$ cat src/design/bra_pkg.sv
// shared constants, codes and types of the byte ring fifo
package bra_pkg;

   localparam int MAX_BYTES = 4;
   localparam int NLANES    = MAX_BYTES;
   localparam int LANE_BITS = $clog2(NLANES);
   localparam int BYTE_W    = 8;
   localparam int DATA_W    = 32;
   localparam int LEN_W     = 3;
   localparam int FILL_W    = 8;
   localparam int CAP_W     = 4;
   localparam int CSR_AW    = 3;
   localparam int CSR_DW    = 32;

   localparam logic [CAP_W-1:0] CAP_RESET     = 4'd8;
   localparam logic [0:0]       CSR_CAP_INDEX = 1'b0;

   typedef enum logic [2:0] {
      KIND_WRITE = 3'd0,
      KIND_POP   = 3'd1,
      KIND_PEEK  = 3'd2,
      KIND_SKIP  = 3'd3,
      KIND_CLEAR = 3'd4
   } kind_type;

   typedef enum logic [1:0] {
      STATUS_DONE   = 2'd0,
      STATUS_SHORT  = 2'd1,
      STATUS_REJECT = 2'd2
   } status_type;

   // access command handed to every lane
   typedef struct packed {
      logic             wr;
      logic             rd;
      logic [LEN_W-1:0] count;
   } bra_cmd_type;

   // what one lane read, and where its byte goes in the word
   typedef struct packed {
      logic                 hit;
      logic [LANE_BITS-1:0] slot;
      logic [BYTE_W-1:0]    data;
   } bra_lane_rd_type;

endpackage

$ cat src/design/bra_req_if.sv
// request channel: one fifo operation per transaction
interface bra_req_if;
   logic        valid;
   logic        ready;
   logic [2:0]  kind;
   logic [31:0] write_data;
   logic [2:0]  length;
   logic [7:0]  offset;

   modport source (output valid, kind, write_data, length, offset, input ready);
   modport sink (input valid, kind, write_data, length, offset, output ready);
endinterface

$ cat src/design/bra_rsp_if.sv
// response channel: one result per fifo operation
interface bra_rsp_if;
   logic        valid;
   logic        ready;
   logic [31:0] read_data;
   logic [2:0]  byte_count;
   logic [7:0]  fill_level;
   logic [1:0]  status;

   modport source (output valid, read_data, byte_count, fill_level, status, input ready);
   modport sink (input valid, read_data, byte_count, fill_level, status, output ready);
endinterface

$ cat src/design/bra_lane.sv
// one byte lane: a bank of the ring holding every address whose low bits match the lane
module bra_lane
   import bra_pkg::*;
#(
   parameter int DEPTH_LOG2 = 8,
   parameter int LANE       = 0
) (
   input  logic                  clock,
   input  logic                  reset,
   input  bra_cmd_type           cmd,
   input  logic [DEPTH_LOG2-1:0] start,
   input  logic [DEPTH_LOG2-1:0] mask,
   input  logic [DATA_W-1:0]     write_data,
   output bra_lane_rd_type       rd_out
);

   localparam int BANK_AW    = (DEPTH_LOG2 > LANE_BITS) ? DEPTH_LOG2 - LANE_BITS : 1;
   localparam int BANK_DEPTH = 1 << BANK_AW;

   logic [BYTE_W-1:0]     bank_mem [BANK_DEPTH];
   logic [LANE_BITS-1:0]  slot;
   logic                  active;
   logic [DEPTH_LOG2-1:0] addr;
   logic [BANK_AW-1:0]    bank_addr;
   logic [BYTE_W-1:0]     wbyte;
   logic                  hit_ff;
   logic [LANE_BITS-1:0]  slot_ff;
   logic [BYTE_W-1:0]     data_ff;

   // position of this lane's byte within the transaction
   assign slot      = LANE_BITS'(LANE) - start[LANE_BITS-1:0];
   assign active    = LEN_W'(slot) < cmd.count;
   assign addr      = (start + DEPTH_LOG2'(slot)) & mask;
   assign bank_addr = BANK_AW'(addr >> LANE_BITS);
   assign wbyte     = write_data[{slot, 3'b000} +: BYTE_W];

   always_ff @(posedge clock) begin
      if (cmd.wr && active) begin
         bank_mem[bank_addr] <= wbyte;
      end
      if (cmd.rd) begin
         data_ff <= bank_mem[bank_addr];
      end
   end

   always_ff @(posedge clock) begin
      if (reset) begin
         hit_ff  <= 1'b0;
         slot_ff <= '0;
      end else if (cmd.wr || cmd.rd) begin
         hit_ff  <= cmd.rd && active;
         slot_ff <= slot;
      end
   end

   assign rd_out.hit  = hit_ff;
   assign rd_out.slot = slot_ff;
   assign rd_out.data = data_ff;

endmodule

$ cat src/design/bra_merge.sv
// packs the lane bytes into one little-endian word, zero where no lane read
module bra_merge
   import bra_pkg::*;
(
   input  bra_lane_rd_type   lanes [NLANES],
   output logic [DATA_W-1:0] read_data
);

   always_comb begin
      read_data = '0;
      for (int l = 0; l < NLANES; l++) begin
         if (lanes[l].hit) begin
            read_data[{lanes[l].slot, 3'b000} +: BYTE_W] =
               read_data[{lanes[l].slot, 3'b000} +: BYTE_W] | lanes[l].data;
         end
      end
   end

endmodule

$ cat src/design/byte_ring_fifo_with_peek.sv
// byte ring fifo with peek: top level with control, pointers and register port
//
// req_if carries one operation per transaction: write up to 4 bytes, pop, peek
// at an offset from the head, skip a count of bytes, or clear. rsp_if returns
// exactly one result per operation: bytes read, byte count, fill level after
// the operation and a status (done, short or clamped, write rejected).
// The ring is split into four byte lanes that work side by side, so all bytes
// of one operation move in the same memory access; a merge stage packs them.
// An operation runs through four steps: accept, plan (fill level, counts, pointer
// update), lane memory access, merge into the output register. One operation
// is in flight at a time, so a new operation is not taken until the last one
// has left merge; the pace is set by the four-step control sequence.
// req_if.ready is high while the control is idle, also while a result waits.
// If the receiver stalls, the result holds in the output register and the
// next operation stops at merge until that register frees up.
// Reset empties the fifo (head and tail at zero) and sets capacity_log2 to 8;
// the byte store is not cleared and no clearing pass runs.
// capacity_log2 sits at csr address 0; the user must write it only while idle, the block does not enforce this.
module byte_ring_fifo_with_peek
   import bra_pkg::*;
#(
   parameter int DEPTH_LOG2 = 8
) (
   input  logic              clock,
   input  logic              reset,
   bra_req_if.sink           req_if,
   bra_rsp_if.source         rsp_if,
   input  logic              csr_psel,
   input  logic              csr_penable,
   input  logic              csr_pwrite,
   input  logic [CSR_AW-1:0] csr_paddr,
   input  logic [CSR_DW-1:0] csr_pwdata,
   output logic [CSR_DW-1:0] csr_prdata,
   output logic              csr_pready
);

   localparam int CMP_W  = (DEPTH_LOG2 > FILL_W) ? DEPTH_LOG2 : FILL_W;
   localparam int CAPE_W = $clog2(DEPTH_LOG2 + 1);

   typedef enum logic [1:0] {
      ST_IDLE,
      ST_PLAN,
      ST_ACCESS,
      ST_MERGE
   } state_type;

   state_type             state_ff;
   logic [CAP_W-1:0]      cap_ff;
   logic [DEPTH_LOG2-1:0] head_ff, tail_ff, start_ff;
   logic [DEPTH_LOG2-1:0] head_in, tail_in, start_in;
   kind_type              kind_ff;
   logic [DATA_W-1:0]     wdata_ff;
   logic [LEN_W-1:0]      length_ff;
   logic [7:0]            offset_ff;
   bra_cmd_type           cmd_ff, cmd_in, lane_cmd;
   status_type            status_ff, status_in;
   logic [FILL_W-1:0]     fill_ff;
   logic                  rsp_valid_ff;
   logic [DATA_W-1:0]     rsp_data_ff;
   logic [LEN_W-1:0]      rsp_count_ff;
   logic [FILL_W-1:0]     rsp_fill_ff;
   status_type            rsp_status_ff;

   logic [CAPE_W-1:0]     cap_eff;
   logic [DEPTH_LOG2:0]   one_sh;
   logic [DEPTH_LOG2-1:0] mask;
   logic [DEPTH_LOG2-1:0] fill;
   logic [CMP_W-1:0]      fill_x, len_x, ofs_x, room_x, avail_x, nskip_x;
   logic [LEN_W-1:0]      len_sat, n_rd;
   logic                  csr_wr, out_free;
   bra_lane_rd_type       lane_rd [NLANES];
   logic [DATA_W-1:0]     merged;

   // register port
   assign csr_pready = 1'b1;
   assign csr_wr     = csr_psel && csr_penable && csr_pwrite &&
                       (csr_paddr[CSR_AW-1:2] == CSR_CAP_INDEX);
   assign csr_prdata = (csr_paddr[CSR_AW-1:2] == CSR_CAP_INDEX) ? CSR_DW'(cap_ff) : '0;

   always_ff @(posedge clock) begin
      if (reset) begin
         cap_ff <= CAP_RESET;
      end else if (csr_wr) begin
         cap_ff <= csr_pwdata[CAP_W-1:0];
      end
   end

   // ring mask from the clamped capacity
   always_comb begin
      if (cap_ff == '0) begin
         cap_eff = CAPE_W'(1);
      end else if (int'(cap_ff) > DEPTH_LOG2) begin
         cap_eff = CAPE_W'(DEPTH_LOG2);
      end else begin
         cap_eff = CAPE_W'(cap_ff);
      end
   end

   assign one_sh = (DEPTH_LOG2 + 1)'(1) << cap_eff;
   assign mask   = DEPTH_LOG2'(one_sh - 1'b1);
   assign fill   = (tail_ff - head_ff) & mask;

   assign fill_x  = CMP_W'(fill);
   assign len_sat = (length_ff > LEN_W'(MAX_BYTES)) ? LEN_W'(MAX_BYTES) : length_ff;
   assign len_x   = CMP_W'(len_sat);
   assign ofs_x   = CMP_W'(offset_ff);
   assign room_x  = CMP_W'(mask - fill);
   assign avail_x = fill_x - ofs_x;
   assign nskip_x = (ofs_x < fill_x) ? ofs_x : fill_x;

   // operation plan: counts, status and new pointers
   always_comb begin
      head_in   = head_ff;
      tail_in   = tail_ff;
      start_in  = head_ff & mask;
      cmd_in    = '0;
      status_in = STATUS_DONE;
      n_rd      = '0;
      unique case (kind_ff)
         KIND_WRITE: begin
            if (room_x < len_x) begin
               status_in = STATUS_REJECT;
            end else begin
               cmd_in.wr    = 1'b1;
               cmd_in.count = len_sat;
               start_in     = tail_ff & mask;
               tail_in      = (tail_ff + DEPTH_LOG2'(len_sat)) & mask;
            end
         end
         KIND_POP: begin
            n_rd         = (fill_x < len_x) ? LEN_W'(fill_x) : len_sat;
            cmd_in.rd    = 1'b1;
            cmd_in.count = n_rd;
            head_in      = (head_ff + DEPTH_LOG2'(n_rd)) & mask;
            status_in    = (n_rd < len_sat) ? STATUS_SHORT : STATUS_DONE;
         end
         KIND_PEEK: begin
            if (ofs_x < fill_x) begin
               n_rd = (avail_x < len_x) ? LEN_W'(avail_x) : len_sat;
            end
            cmd_in.rd    = 1'b1;
            cmd_in.count = n_rd;
            start_in     = (head_ff + DEPTH_LOG2'(offset_ff)) & mask;
            status_in    = (n_rd < len_sat) ? STATUS_SHORT : STATUS_DONE;
         end
         KIND_SKIP: begin
            head_in   = (head_ff + DEPTH_LOG2'(nskip_x)) & mask;
            status_in = (fill_x < ofs_x) ? STATUS_SHORT : STATUS_DONE;
         end
         KIND_CLEAR: begin
            head_in = tail_ff & mask;
            tail_in = tail_ff & mask;
         end
         default: begin
            head_in = head_ff;
         end
      endcase
   end

   assign out_free = !rsp_valid_ff || rsp_if.ready;

   always_ff @(posedge clock) begin
      if (reset) begin
         state_ff     <= ST_IDLE;
         head_ff      <= '0;
         tail_ff      <= '0;
         cmd_ff       <= '0;
         rsp_valid_ff <= 1'b0;
      end else begin
         if (rsp_valid_ff && rsp_if.ready && (state_ff != ST_MERGE)) begin
            rsp_valid_ff <= 1'b0;
         end
         unique case (state_ff)
            ST_IDLE: begin
               if (req_if.valid) begin
                  kind_ff   <= kind_type'(req_if.kind);
                  wdata_ff  <= req_if.write_data;
                  length_ff <= req_if.length;
                  offset_ff <= req_if.offset;
                  state_ff  <= ST_PLAN;
               end
            end
            ST_PLAN: begin
               head_ff   <= head_in;
               tail_ff   <= tail_in;
               start_ff  <= start_in;
               cmd_ff    <= cmd_in;
               status_ff <= status_in;
               state_ff  <= ST_ACCESS;
            end
            ST_ACCESS: begin
               // pointers already hold the post-operation values
               fill_ff  <= fill_x[FILL_W-1:0];
               state_ff <= ST_MERGE;
            end
            ST_MERGE: begin
               if (out_free) begin
                  rsp_valid_ff  <= 1'b1;
                  // lanes keep their last read flags when nothing was read
                  rsp_data_ff   <= cmd_ff.rd ? merged : '0;
                  rsp_count_ff  <= cmd_ff.count;
                  rsp_fill_ff   <= fill_ff;
                  rsp_status_ff <= status_ff;
                  state_ff      <= ST_IDLE;
               end
            end
            default: begin
               state_ff <= ST_IDLE;
            end
         endcase
      end
   end

   assign req_if.ready = (state_ff == ST_IDLE);

   assign lane_cmd.wr    = cmd_ff.wr && (state_ff == ST_ACCESS);
   assign lane_cmd.rd    = cmd_ff.rd && (state_ff == ST_ACCESS);
   assign lane_cmd.count = cmd_ff.count;

   for (genvar l = 0; l < NLANES; l++) begin : g_lane
      bra_lane #(
         .DEPTH_LOG2 (DEPTH_LOG2),
         .LANE       (l)
      ) u_lane (
         .clock      (clock),
         .reset      (reset),
         .cmd        (lane_cmd),
         .start      (start_ff),
         .mask       (mask),
         .write_data (wdata_ff),
         .rd_out     (lane_rd[l])
      );
   end

   bra_merge u_merge (
      .lanes     (lane_rd),
      .read_data (merged)
   );

   assign rsp_if.valid      = rsp_valid_ff;
   assign rsp_if.read_data  = rsp_data_ff;
   assign rsp_if.byte_count = rsp_count_ff;
   assign rsp_if.fill_level = rsp_fill_ff;
   assign rsp_if.status     = rsp_status_ff;

endmodule

$ cat src/flat_wrapper.sv
// flat-port wrapper written by rule: the top's interface ports become plain ports
module byte_ring_fifo_with_peek_flat import bra_pkg::*;
#(
   parameter int DEPTH_LOG2 = 8
)
  (clock, reset, csr_psel, csr_penable, csr_pwrite, csr_paddr, csr_pwdata, csr_prdata, csr_pready, req_if_valid, req_if_kind, req_if_write_data, req_if_length, req_if_offset, req_if_ready, rsp_if_valid, rsp_if_read_data, rsp_if_byte_count, rsp_if_fill_level, rsp_if_status, rsp_if_ready);
  bra_req_if req_if_i ();
  bra_rsp_if rsp_if_i ();
  input  logic clock;
  input  logic reset;
  input  logic csr_psel;
  input  logic csr_penable;
  input  logic csr_pwrite;
  input  logic [CSR_AW-1:0] csr_paddr;
  input  logic [CSR_DW-1:0] csr_pwdata;
  output logic [CSR_DW-1:0] csr_prdata;
  output logic csr_pready;
  input wire logic [$bits(req_if_i.valid)-1:0] req_if_valid;
  input wire logic [$bits(req_if_i.kind)-1:0] req_if_kind;
  input wire logic [$bits(req_if_i.write_data)-1:0] req_if_write_data;
  input wire logic [$bits(req_if_i.length)-1:0] req_if_length;
  input wire logic [$bits(req_if_i.offset)-1:0] req_if_offset;
  output wire logic [$bits(req_if_i.ready)-1:0] req_if_ready;
  output wire logic [$bits(rsp_if_i.valid)-1:0] rsp_if_valid;
  output wire logic [$bits(rsp_if_i.read_data)-1:0] rsp_if_read_data;
  output wire logic [$bits(rsp_if_i.byte_count)-1:0] rsp_if_byte_count;
  output wire logic [$bits(rsp_if_i.fill_level)-1:0] rsp_if_fill_level;
  output wire logic [$bits(rsp_if_i.status)-1:0] rsp_if_status;
  input wire logic [$bits(rsp_if_i.ready)-1:0] rsp_if_ready;
  assign req_if_i.valid = req_if_valid;
  assign req_if_i.kind = req_if_kind;
  assign req_if_i.write_data = req_if_write_data;
  assign req_if_i.length = req_if_length;
  assign req_if_i.offset = req_if_offset;
  assign req_if_ready = req_if_i.ready;
  assign rsp_if_valid = rsp_if_i.valid;
  assign rsp_if_read_data = rsp_if_i.read_data;
  assign rsp_if_byte_count = rsp_if_i.byte_count;
  assign rsp_if_fill_level = rsp_if_i.fill_level;
  assign rsp_if_status = rsp_if_i.status;
  assign rsp_if_i.ready = rsp_if_ready;
  byte_ring_fifo_with_peek #(.DEPTH_LOG2(DEPTH_LOG2)) u_core (.clock(clock), .reset(reset), .req_if(req_if_i), .rsp_if(rsp_if_i), .csr_psel(csr_psel), .csr_penable(csr_penable), .csr_pwrite(csr_pwrite), .csr_paddr(csr_paddr), .csr_pwdata(csr_pwdata), .csr_prdata(csr_prdata), .csr_pready(csr_pready));
endmodule
$ cat config.mk
export PLATFORM = sky130hd
export DESIGN_NAME = byte_ring_fifo_with_peek_flat
export DESIGN_NICKNAME = d
export VERILOG_FILES = /design/src/design/bra_pkg.sv /design/src/design/bra_req_if.sv /design/src/design/bra_rsp_if.sv /design/src/design/bra_lane.sv /design/src/design/bra_merge.sv /design/src/design/byte_ring_fifo_with_peek.sv /design/src/flat_wrapper.sv
export SDC_FILE = /design/constraint.sdc
export NUM_CORES = 2
export LEC_CHECK = 0
export BUFFER_PORTS_ARGS = -buffer_cell sky130_fd_sc_hd__buf_4
export CAP_MARGIN = 20
export CORE_AREA = 4 4 462 464
export DETAILED_ROUTE_END_ITERATION = 12
export DIE_AREA = 0 0 466 468
export SYNTH_ARGS = -nofsm -noshare
export SYNTH_HDL_FRONTEND = slang
export SYNTH_HIERARCHICAL = 1
export SYNTH_SLANG_ARGS = --single-unit
$ cat constraint.sdc
create_clock -name clock -period 8.5 [get_ports clock]
set_input_delay 0.425 -clock clock [delete_from_list [all_inputs] [get_ports clock]]
set_output_delay 0.425 -clock clock [all_outputs]
set_load 0.03 [all_outputs]
# Word-level counts from Yosys, hierarchy flattened
# Memory sizes are Yosys's and may differ from the RTL's. A register that Yosys moved wholly into a read port is not among the register bits.
# Index checks and enable logic that the tools add are counted.
# word_totals
register_bits	149
latchBits	0
ram_bits	2048
rom_bits	0
in_bits	88
output_inout_bits	80
memories	4
# classes
n_addsub	20
multipliers	0
n_div	0
n_lt_le_gt_ge	13
n_eq_ne	11
n_shift	17
muxes	45
bitwise	18
reduce_logical	31
# memory_table
name	words	width	rd	rd_clocked_by_memory_dff	wr	line	rtl
u_core.g_lane[0].u_lane.bank_mem	64	8	1	1	1	bra_lane.sv:20	logic [BYTE_W-1:0] bank_mem [BANK_DEPTH];
u_core.g_lane[1].u_lane.bank_mem	64	8	1	1	1	bra_lane.sv:20	
u_core.g_lane[2].u_lane.bank_mem	64	8	1	1	1	bra_lane.sv:20	
u_core.g_lane[3].u_lane.bank_mem	64	8	1	1	1	bra_lane.sv:20	
# ops
cell	count
32-bit by 6-bit variable part select with 8-bit output	7
32-bit two-way mux	4
8-bit by 7-bit variable shift with 32-bit output, first input constant	4
8-bit by 7-bit variable part select with 32-bit output	4
32-bit bitwise mux	3
8-bit bitwise AND	11
8-bit by 2-bit adder with 8-bit output	4
32-bit bitwise AND	1
8-bit bitwise OR	4
8-bit case mux with 2 select lines	2
32-bit by 6-bit variable part select with 8-bit output, first input constant	1
5-bit negator with 7-bit output	4
8-bit by 3-bit less-than comparator with 1-bit output	3
8-bit two-way mux	3
8-bit case mux with 3 select lines	1
8-bit subtractor	3
3-bit two-way mux	6
1-bit two-way mux	17
8-bit by 3-bit adder with 8-bit output	2
8-bit adder	2
8-bit less-than comparator	2
2-bit case mux with 4 select lines	2
1-bit logical AND	15
2-bit by 3-bit less-than comparator with 1-bit output	4
28 further kinds	46

# Longest topological paths before layout
# logic_depth
depth_word	20
depth_mapped	26
ltp_nobuf	26

# Modules after synthesis
# The synthesis kept the hierarchy.
# by_module_without_submodules
module	instances	cells_per_inst	area_per_inst_um2
bra_lane at u_core.g_lane[0].u_lane	1	1470	21317.9
bra_lane at u_core.g_lane[1].u_lane	1	973	20738.6
bra_lane at u_core.g_lane[2].u_lane	1	1030	20623.5
bra_lane at u_core.g_lane[3].u_lane	1	1222	20276.9
byte_ring_fifo_with_peek	1	699	7682.4
bra_merge	1	456	3101.7

# Worst setup path after synthesis
# Ideal clock, no wire load.
# synth_path
kind	reg-to-reg
startpoint	register u_core.tail_ff[0]
endpoint	register u_core.head_ff[7]
setup_ns	0.058
arrival_time_ns	5.225
t_required_ns	8.442
slack_ns	3.217
path_stages_with_launch	25
path_buffers	0
synth_period_minus_slack_ns	5.283
path_cell_list	dfxtp_1 inv_1 ha_1 fa_1 nor2b_1 o31ai_1 xor2_1 nor2_1 ha_1 o21ai_0 o21bai_1 a31oi_1 o31a_1 nor2_2 mux2i_1 mux2i_1 ha_1 a21o_1 a21oi_1 o21ai_0 a2111oi_0 nor3_1 xor2_1 a2111oi_0 a211o_1
# synth_via
elab_chain_cells	7
word_cells_on_any_way	11
cone_classes	add/sub (3); order compare (2); mux (3); bitwise (3)
# synth_rtl
item	line	rtl
from (decl)	byte_ring_fifo_with_peek.sv:49	logic [DEPTH_LOG2-1:0] head_ff, tail_ff, start_ff;
from (signal assigned)	byte_ring_fifo_with_peek.sv:185	tail_ff <= tail_in;
8-bit subtractor *	byte_ring_fifo_with_peek.sv:101	assign fill = (tail_ff - head_ff) & mask;
8-bit bitwise AND *	byte_ring_fifo_with_peek.sv:101	
via u_core.fill[4]	byte_ring_fifo_with_peek.sv:67	logic [DEPTH_LOG2-1:0] fill;
8-bit less-than comparator / 8-bit by 3-bit less-than comparator with 1-bit output (equally long branches)	byte_ring_fifo_with_peek.sv:109, byte_ring_fifo_with_peek.sv:131	
8-bit two-way mux / 3-bit two-way mux (equally long branches)	byte_ring_fifo_with_peek.sv:109, byte_ring_fifo_with_peek.sv:131	
8-bit adder / 8-bit by 3-bit adder with 8-bit output (equally long branches)	byte_ring_fifo_with_peek.sv:147, byte_ring_fifo_with_peek.sv:134	
8-bit bitwise AND, on equally long branches	byte_ring_fifo_with_peek.sv:147, byte_ring_fifo_with_peek.sv:134	
8-bit case mux with 3 select lines *	byte_ring_fifo_with_peek.sv:119	unique case (kind_ff)
to (signal assigned)	byte_ring_fifo_with_peek.sv:184	head_ff <= head_in;
to (decl)	byte_ring_fifo_with_peek.sv:49	
# The timed path passes the listed nets; every way through them passes the cells marked *.
# A chain may end at the register's enable or synchronous reset.

# Worst setup path after layout
# layout_path
startpoint	register u_core.cap_ff[3]
endpoint	register u_core.head_ff[7]
# layout_via
elab_chain_cells	11
word_cells_on_any_way	17
cone_classes	add/sub (3); order compare (3); shift (1); mux (5); bitwise (4); reduce/logical (1)
# layout_rtl
item	line	rtl
from (decl)	byte_ring_fifo_with_peek.sv:48	logic [CAP_W-1:0] cap_ff;
from (signal assigned)	byte_ring_fifo_with_peek.sv:84	cap_ff <= csr_pwdata[CAP_W-1:0];
4-bit greater-than comparator	byte_ring_fifo_with_peek.sv:92	end else if (int'(cap_ff) > DEPTH_LOG2) begin
4-bit two-way mux	byte_ring_fifo_with_peek.sv:92	
4-bit two-way mux *	byte_ring_fifo_with_peek.sv:90	if (cap_ff == '0) begin
1-bit by 4-bit << shifter with 8-bit output *	byte_ring_fifo_with_peek.sv:99	assign one_sh = (DEPTH_LOG2 + 1)'(1) << cap_eff;
8-bit by 1-bit subtractor with 8-bit output *	byte_ring_fifo_with_peek.sv:100	assign mask = DEPTH_LOG2'(one_sh - 1'b1);
via u_core.mask[6]	byte_ring_fifo_with_peek.sv:66	logic [DEPTH_LOG2-1:0] mask;
8-bit bitwise AND *	byte_ring_fifo_with_peek.sv:101	
via u_core.fill[6]	byte_ring_fifo_with_peek.sv:67	
8-bit less-than comparator / 8-bit by 3-bit less-than comparator with 1-bit output (equally long branches)	byte_ring_fifo_with_peek.sv:109, byte_ring_fifo_with_peek.sv:131	
8-bit two-way mux / 3-bit two-way mux (equally long branches)	byte_ring_fifo_with_peek.sv:109, byte_ring_fifo_with_peek.sv:131	
8-bit adder / 8-bit by 3-bit adder with 8-bit output (equally long branches)	byte_ring_fifo_with_peek.sv:147, byte_ring_fifo_with_peek.sv:134	
8-bit bitwise AND, on equally long branches	byte_ring_fifo_with_peek.sv:147, byte_ring_fifo_with_peek.sv:134	
8-bit case mux with 3 select lines *	byte_ring_fifo_with_peek.sv:119	
# Marked as above.

==> summary by stage <==
Run status
The flow ran to the end, and the final reports show no timing, DRC or antenna violations.

STA
The final number of max-transition violations is 0. The worst pin sits at a relative slew slack of between 20% and 30%. The worst hold margin is 0.06438 ns.

Static timing analysis puts the maximum clock frequency at 153.3 MHz. Setup repair after global routing left no endpoint under its margin. The setup TNS is 0 ns. The worst path in the final design needs a cycle of 6.523 ns, including I/O delays and setup. The largest clock skew in the final design is 0.02521 ns. Setup slack on the critical path of the routed design comes to 1.977 ns. The final cycle utilization of the critical path is 76.74%. For the pin with the worst max-slew slack, the measured transition is 1.120 ns. The final number of hold-violating endpoints is 0. The final count of negative-setup-slack endpoints is 0.

Worst hold path
The path class of the tightest hold or removal check is in -> reg. The worst hold path was traced through 2 stages. The startpoint of the worst hold path is reset.

Global route
The number of global-route vias before repair is 52968. Global routing finished with a remaining overflow of 0. The initial antenna violation count is 6. The total global routing track utilization is 22.10%.

The first global-routing pass estimated roughly 360000 um of wire. Entering global routing, the biggest net connects just over 100 pins.

Critical path
The number of buffers and inverters on the critical path is 1. For the worst flop-to-flop path, the logic depth is 19. The destination of the worst register-to-register timing path is u_core/head_ff[7]. The signal on the critical path passes through a31oi_1, inv_1, nand2_1, mux2i_1, ha_1, nand4_1, nor4_1, nor2_2, mux2i_1, mux2i_1, ha_1, a21o_1, a21oi_1, o21ai_0, a2111oi_0, nor3_1, xor2_1, a2111oi_0, a211o_1. The delay contributed by the slowest stage of the critical path is 1.02 ns.

The setup path with the least slack is of type reg -> reg. The termination of the worst setup path is u_core/head_ff[7]. The kind of cell adding the most delay to the critical path is compound AO/OA/AOI/OAI gates. In this run the worst setup path begins at u_core/cap_ff[3]. The standard cell with the maximum stage delay on the critical path is sky130_fd_sc_hd__dfxtp_1. In this run the worst path has a maximum fanout of 15.

For the worst setup path, the data required time is 9.30 ns. The type of destination of the critical path is a register. The critical path runs through a total of 19 cells.

Among the stages of the critical path, the cell type that occurs most often is sky130_fd_sc_hd__mux2i_1. At the worst endpoint, the arrival time is 7.32 ns. In this run the register-to-register setup slack is 1.98 ns. STA classifies the critical path startpoint as a register.

In this run the critical register-to-register path is launched from u_core/cap_ff[3].

Power
The maximum vdd ir drop is 0.0002893 V. The leakage power figure is 33.96 nW. In this run the power density over the cells is approximately 270 nW/um2.

The power after layout is 28.03 mW.

Placed design
The number of port buffers is 108. The post-place instance area is 97320 um2. The total half-perimeter wirelength after legalization and detailed placement is approximately 150000 um.

The total instance count after detailed placement is ~8500. At the end of routability-driven placement, the weighted congestion stood at 0.8819. Before CTS, the worst setup slack after placement is 2.038 ns.

Floorplanning
The placeable core region is between 200000 and 250000 um2. The placement row count is around 170. The floorplan step set the die width to 466 um. The initial utilization of the core area, before any placement, comes to about 45%. The die is 468 um tall. The count of boundary I/O pins is 168. The area of the die is 218100 um2.

Detailed routing
The first detailed-routing pass took 7 iterations. The post-route antenna net violation count is 0. After detailed routing, the number of vias per cell comes to 6.004. Dividing the detail-routed wire length by the instance count gives 27.16 um. The violation count after the first detailed-routing iteration is ~6600.

Detailed routing inserted a total of around 54000 vias. After detailed routing, the number of remaining DRC violations is 0. The total wirelength of the detailed-routed design is 244800 um.

Clock network
In this run the deepest clock path goes through 3 buffers. Clock-pin slew was measured on the worst setup and hold paths at around 0.07 ns. The TritonCTS clock tree is done. The tree is rooted in a sky130_fd_sc_hd__clkbuf_16. The clock network latency to the later pin of the worst-skew pair is around 0.85 ns.

Post-CTS repair changed the size of 0 cells. The number of clock sinks is 2229. The total clock buffers created by CTS is approximately 220. The H-tree depth reported by CTS is 4.

Finish
The post-route cell area is 105000 um2. The share of layout cells above drive strength 1 is 16.03%. The number of fill cells is 17292. The count of cells in the finished layout, fillers not included, comes to 9014.

The final core utilization is 50.19%. The number of nets in the finished design is 6190. The area growth from synthesis to layout is 11.98%.

Synth
Synthesis handed over a netlist of between 5000 and 6000 instances. The async set-reset flop share out of synthesis is 0%. The number of warning messages in the yosys log is 6. After synthesis, flip-flops and latches occupy between 70% and 80% of the total area. The summed instance area of the synthesized netlist is 93740 um2. The number of distinct library cell variants in the gate-level netlist after synthesis is 114.

The synthesized design contains approximately 2200 enable-type register cells. The average instance in the mapped netlist occupies 16.02 um2. Among all flip-flop cells after synthesis, the most frequent one is sky130_fd_sc_hd__edfxtp_1. The number of synthesized register bits is between 2000 and 2500.

Job
The tool flagged a number of max-cap violations equal to 0.
worst min-delay path by stage:
stage / to / slack, ns
CTS: u_core/rsp_if.valid / 0.002
floorplan: u_core/rsp_if.fill_level[0] / 0.40
detailed placement: u_core/rsp_if.fill_level[3] / 0.41
finish: u_core/cap_ff[0] / 0.06
global route: u_core/rsp_if.valid / 0.06
global placement: u_core/rsp_if.fill_level[3] / 0.41
cell usage after synthesis (65+ instances only):
cell                          n  area [um2]
sky130_fd_sc_hd__mux2i_1    139        1391
sky130_fd_sc_hd__mux4_2     319        7184
sky130_fd_sc_hd__inv_1       69       259.0
sky130_fd_sc_hd__a22oi_1     99       743.2
sky130_fd_sc_hd__edfxtp_1  2189       65730
sky130_fd_sc_hd__a21oi_1    218        1091
sky130_fd_sc_hd__nor2_1     390        1464
sky130_fd_sc_hd__nand2_1    623        2338
sky130_fd_sc_hd__ha_1        75       938.4
sky130_fd_sc_hd__nand3_1    184       920.9
sky130_fd_sc_hd__clkbuf_1   132       495.5
sky130_fd_sc_hd__and2_1      65       406.6
sky130_fd_sc_hd__o21ai_0    162       810.8
sky130_fd_sc_hd__buf_2      113       565.5
sky130_fd_sc_hd__and3_1      70       437.9
repair_timing:
item / 4_1_cts / 5_1_grt
hold endpoints to repair: 53 / 0
buffers inserted: 0 / 0
hold buffers: 52 / 0
cells in the final DEF (no fill, tap or decap), drive strengths merged, types with 75 or more instances in the layout:
cell type	instances
edfxtp	2189
nand2	625
nor2	395
mux4	331
clkbuf	265
a21oi	221
buf	219
nand3	186
o21ai	177
mux2i	140
clkinv	116
a22oi	101
inv	79
ha	75
sequential cells by signal, summed over array words and instances, names as in the netlist:
signal and cells:
u_core/g_lane.u_lane/hit_ff 4, u_core/rsp_if.fill_level 8, u_core/g_lane.u_lane/data_ff 32, u_core/rsp_if.byte_count 3, u_core/kind_ff 3, u_core/cmd_ff 5
u_core/rsp_if.status 2, u_core/state_ff 2, u_core/rsp_if.read_data 32, u_core/cap_ff 4, u_core/g_lane.u_lane/bank_mem 2048, u_core/rsp_if.valid 1
u_core/length_ff 3, u_core/offset_ff 8, u_core/tail_ff 8, u_core/start_ff 8, u_core/fill_ff 8, u_core/wdata_ff 32
u_core/head_ff 8, u_core/g_lane.u_lane/slot_ff 8, u_core/status_ff 2
cell families after synthesis:
group / count (synthesis) / synth area share [%]
flops: 2229 / 70.98
simple gates: 1571 / 7.736
compound gates: 993 / 7.469
mux: 520 / 10.10
buf+inv: 426 / 2.324
fa+ha+maj: 80 / 1.108
xor+xnor: 29 / 0.2790
other cells: 2 / 0.008011
power by group:
group | leakage, nW | switching, mW | total [mW] | internal [mW]
clock network | 3.47 | 4.07 | 9.52 | 5.45
registers | 20.0 | 0.113 | 13.1 | 13.0
logic | 10.5 | 3.68 | 5.39 | 1.71
total | 34.0 | 7.86 | 28.0 | 20.2
routing by layer:
layer / wire [um] / track usage (%) / part of all wire (%)
met2: 116400 / 35.38 / 48
met4: 6056 / 6.034 / 2.5
met1: 103500 / 31.60 / 42
met5: 27 / 0 / 0.011
met3: 18900 / 3.601 / 7.7
cell type report:
class,instances,area (um2),share of cell area [%]
multi-input combinational,3223,25310,24.11
inverter,75,281.5,0.2682
clock buffer,262,5768,5.495
clock inverter,144,1277,1.217
timing repair buffer,274,2293,2.185
antenna,2,5.005,0.004768
tap,2805,3510,3.343
sequential,2229,66530,63.38
(Power assumes the default switching activity.)
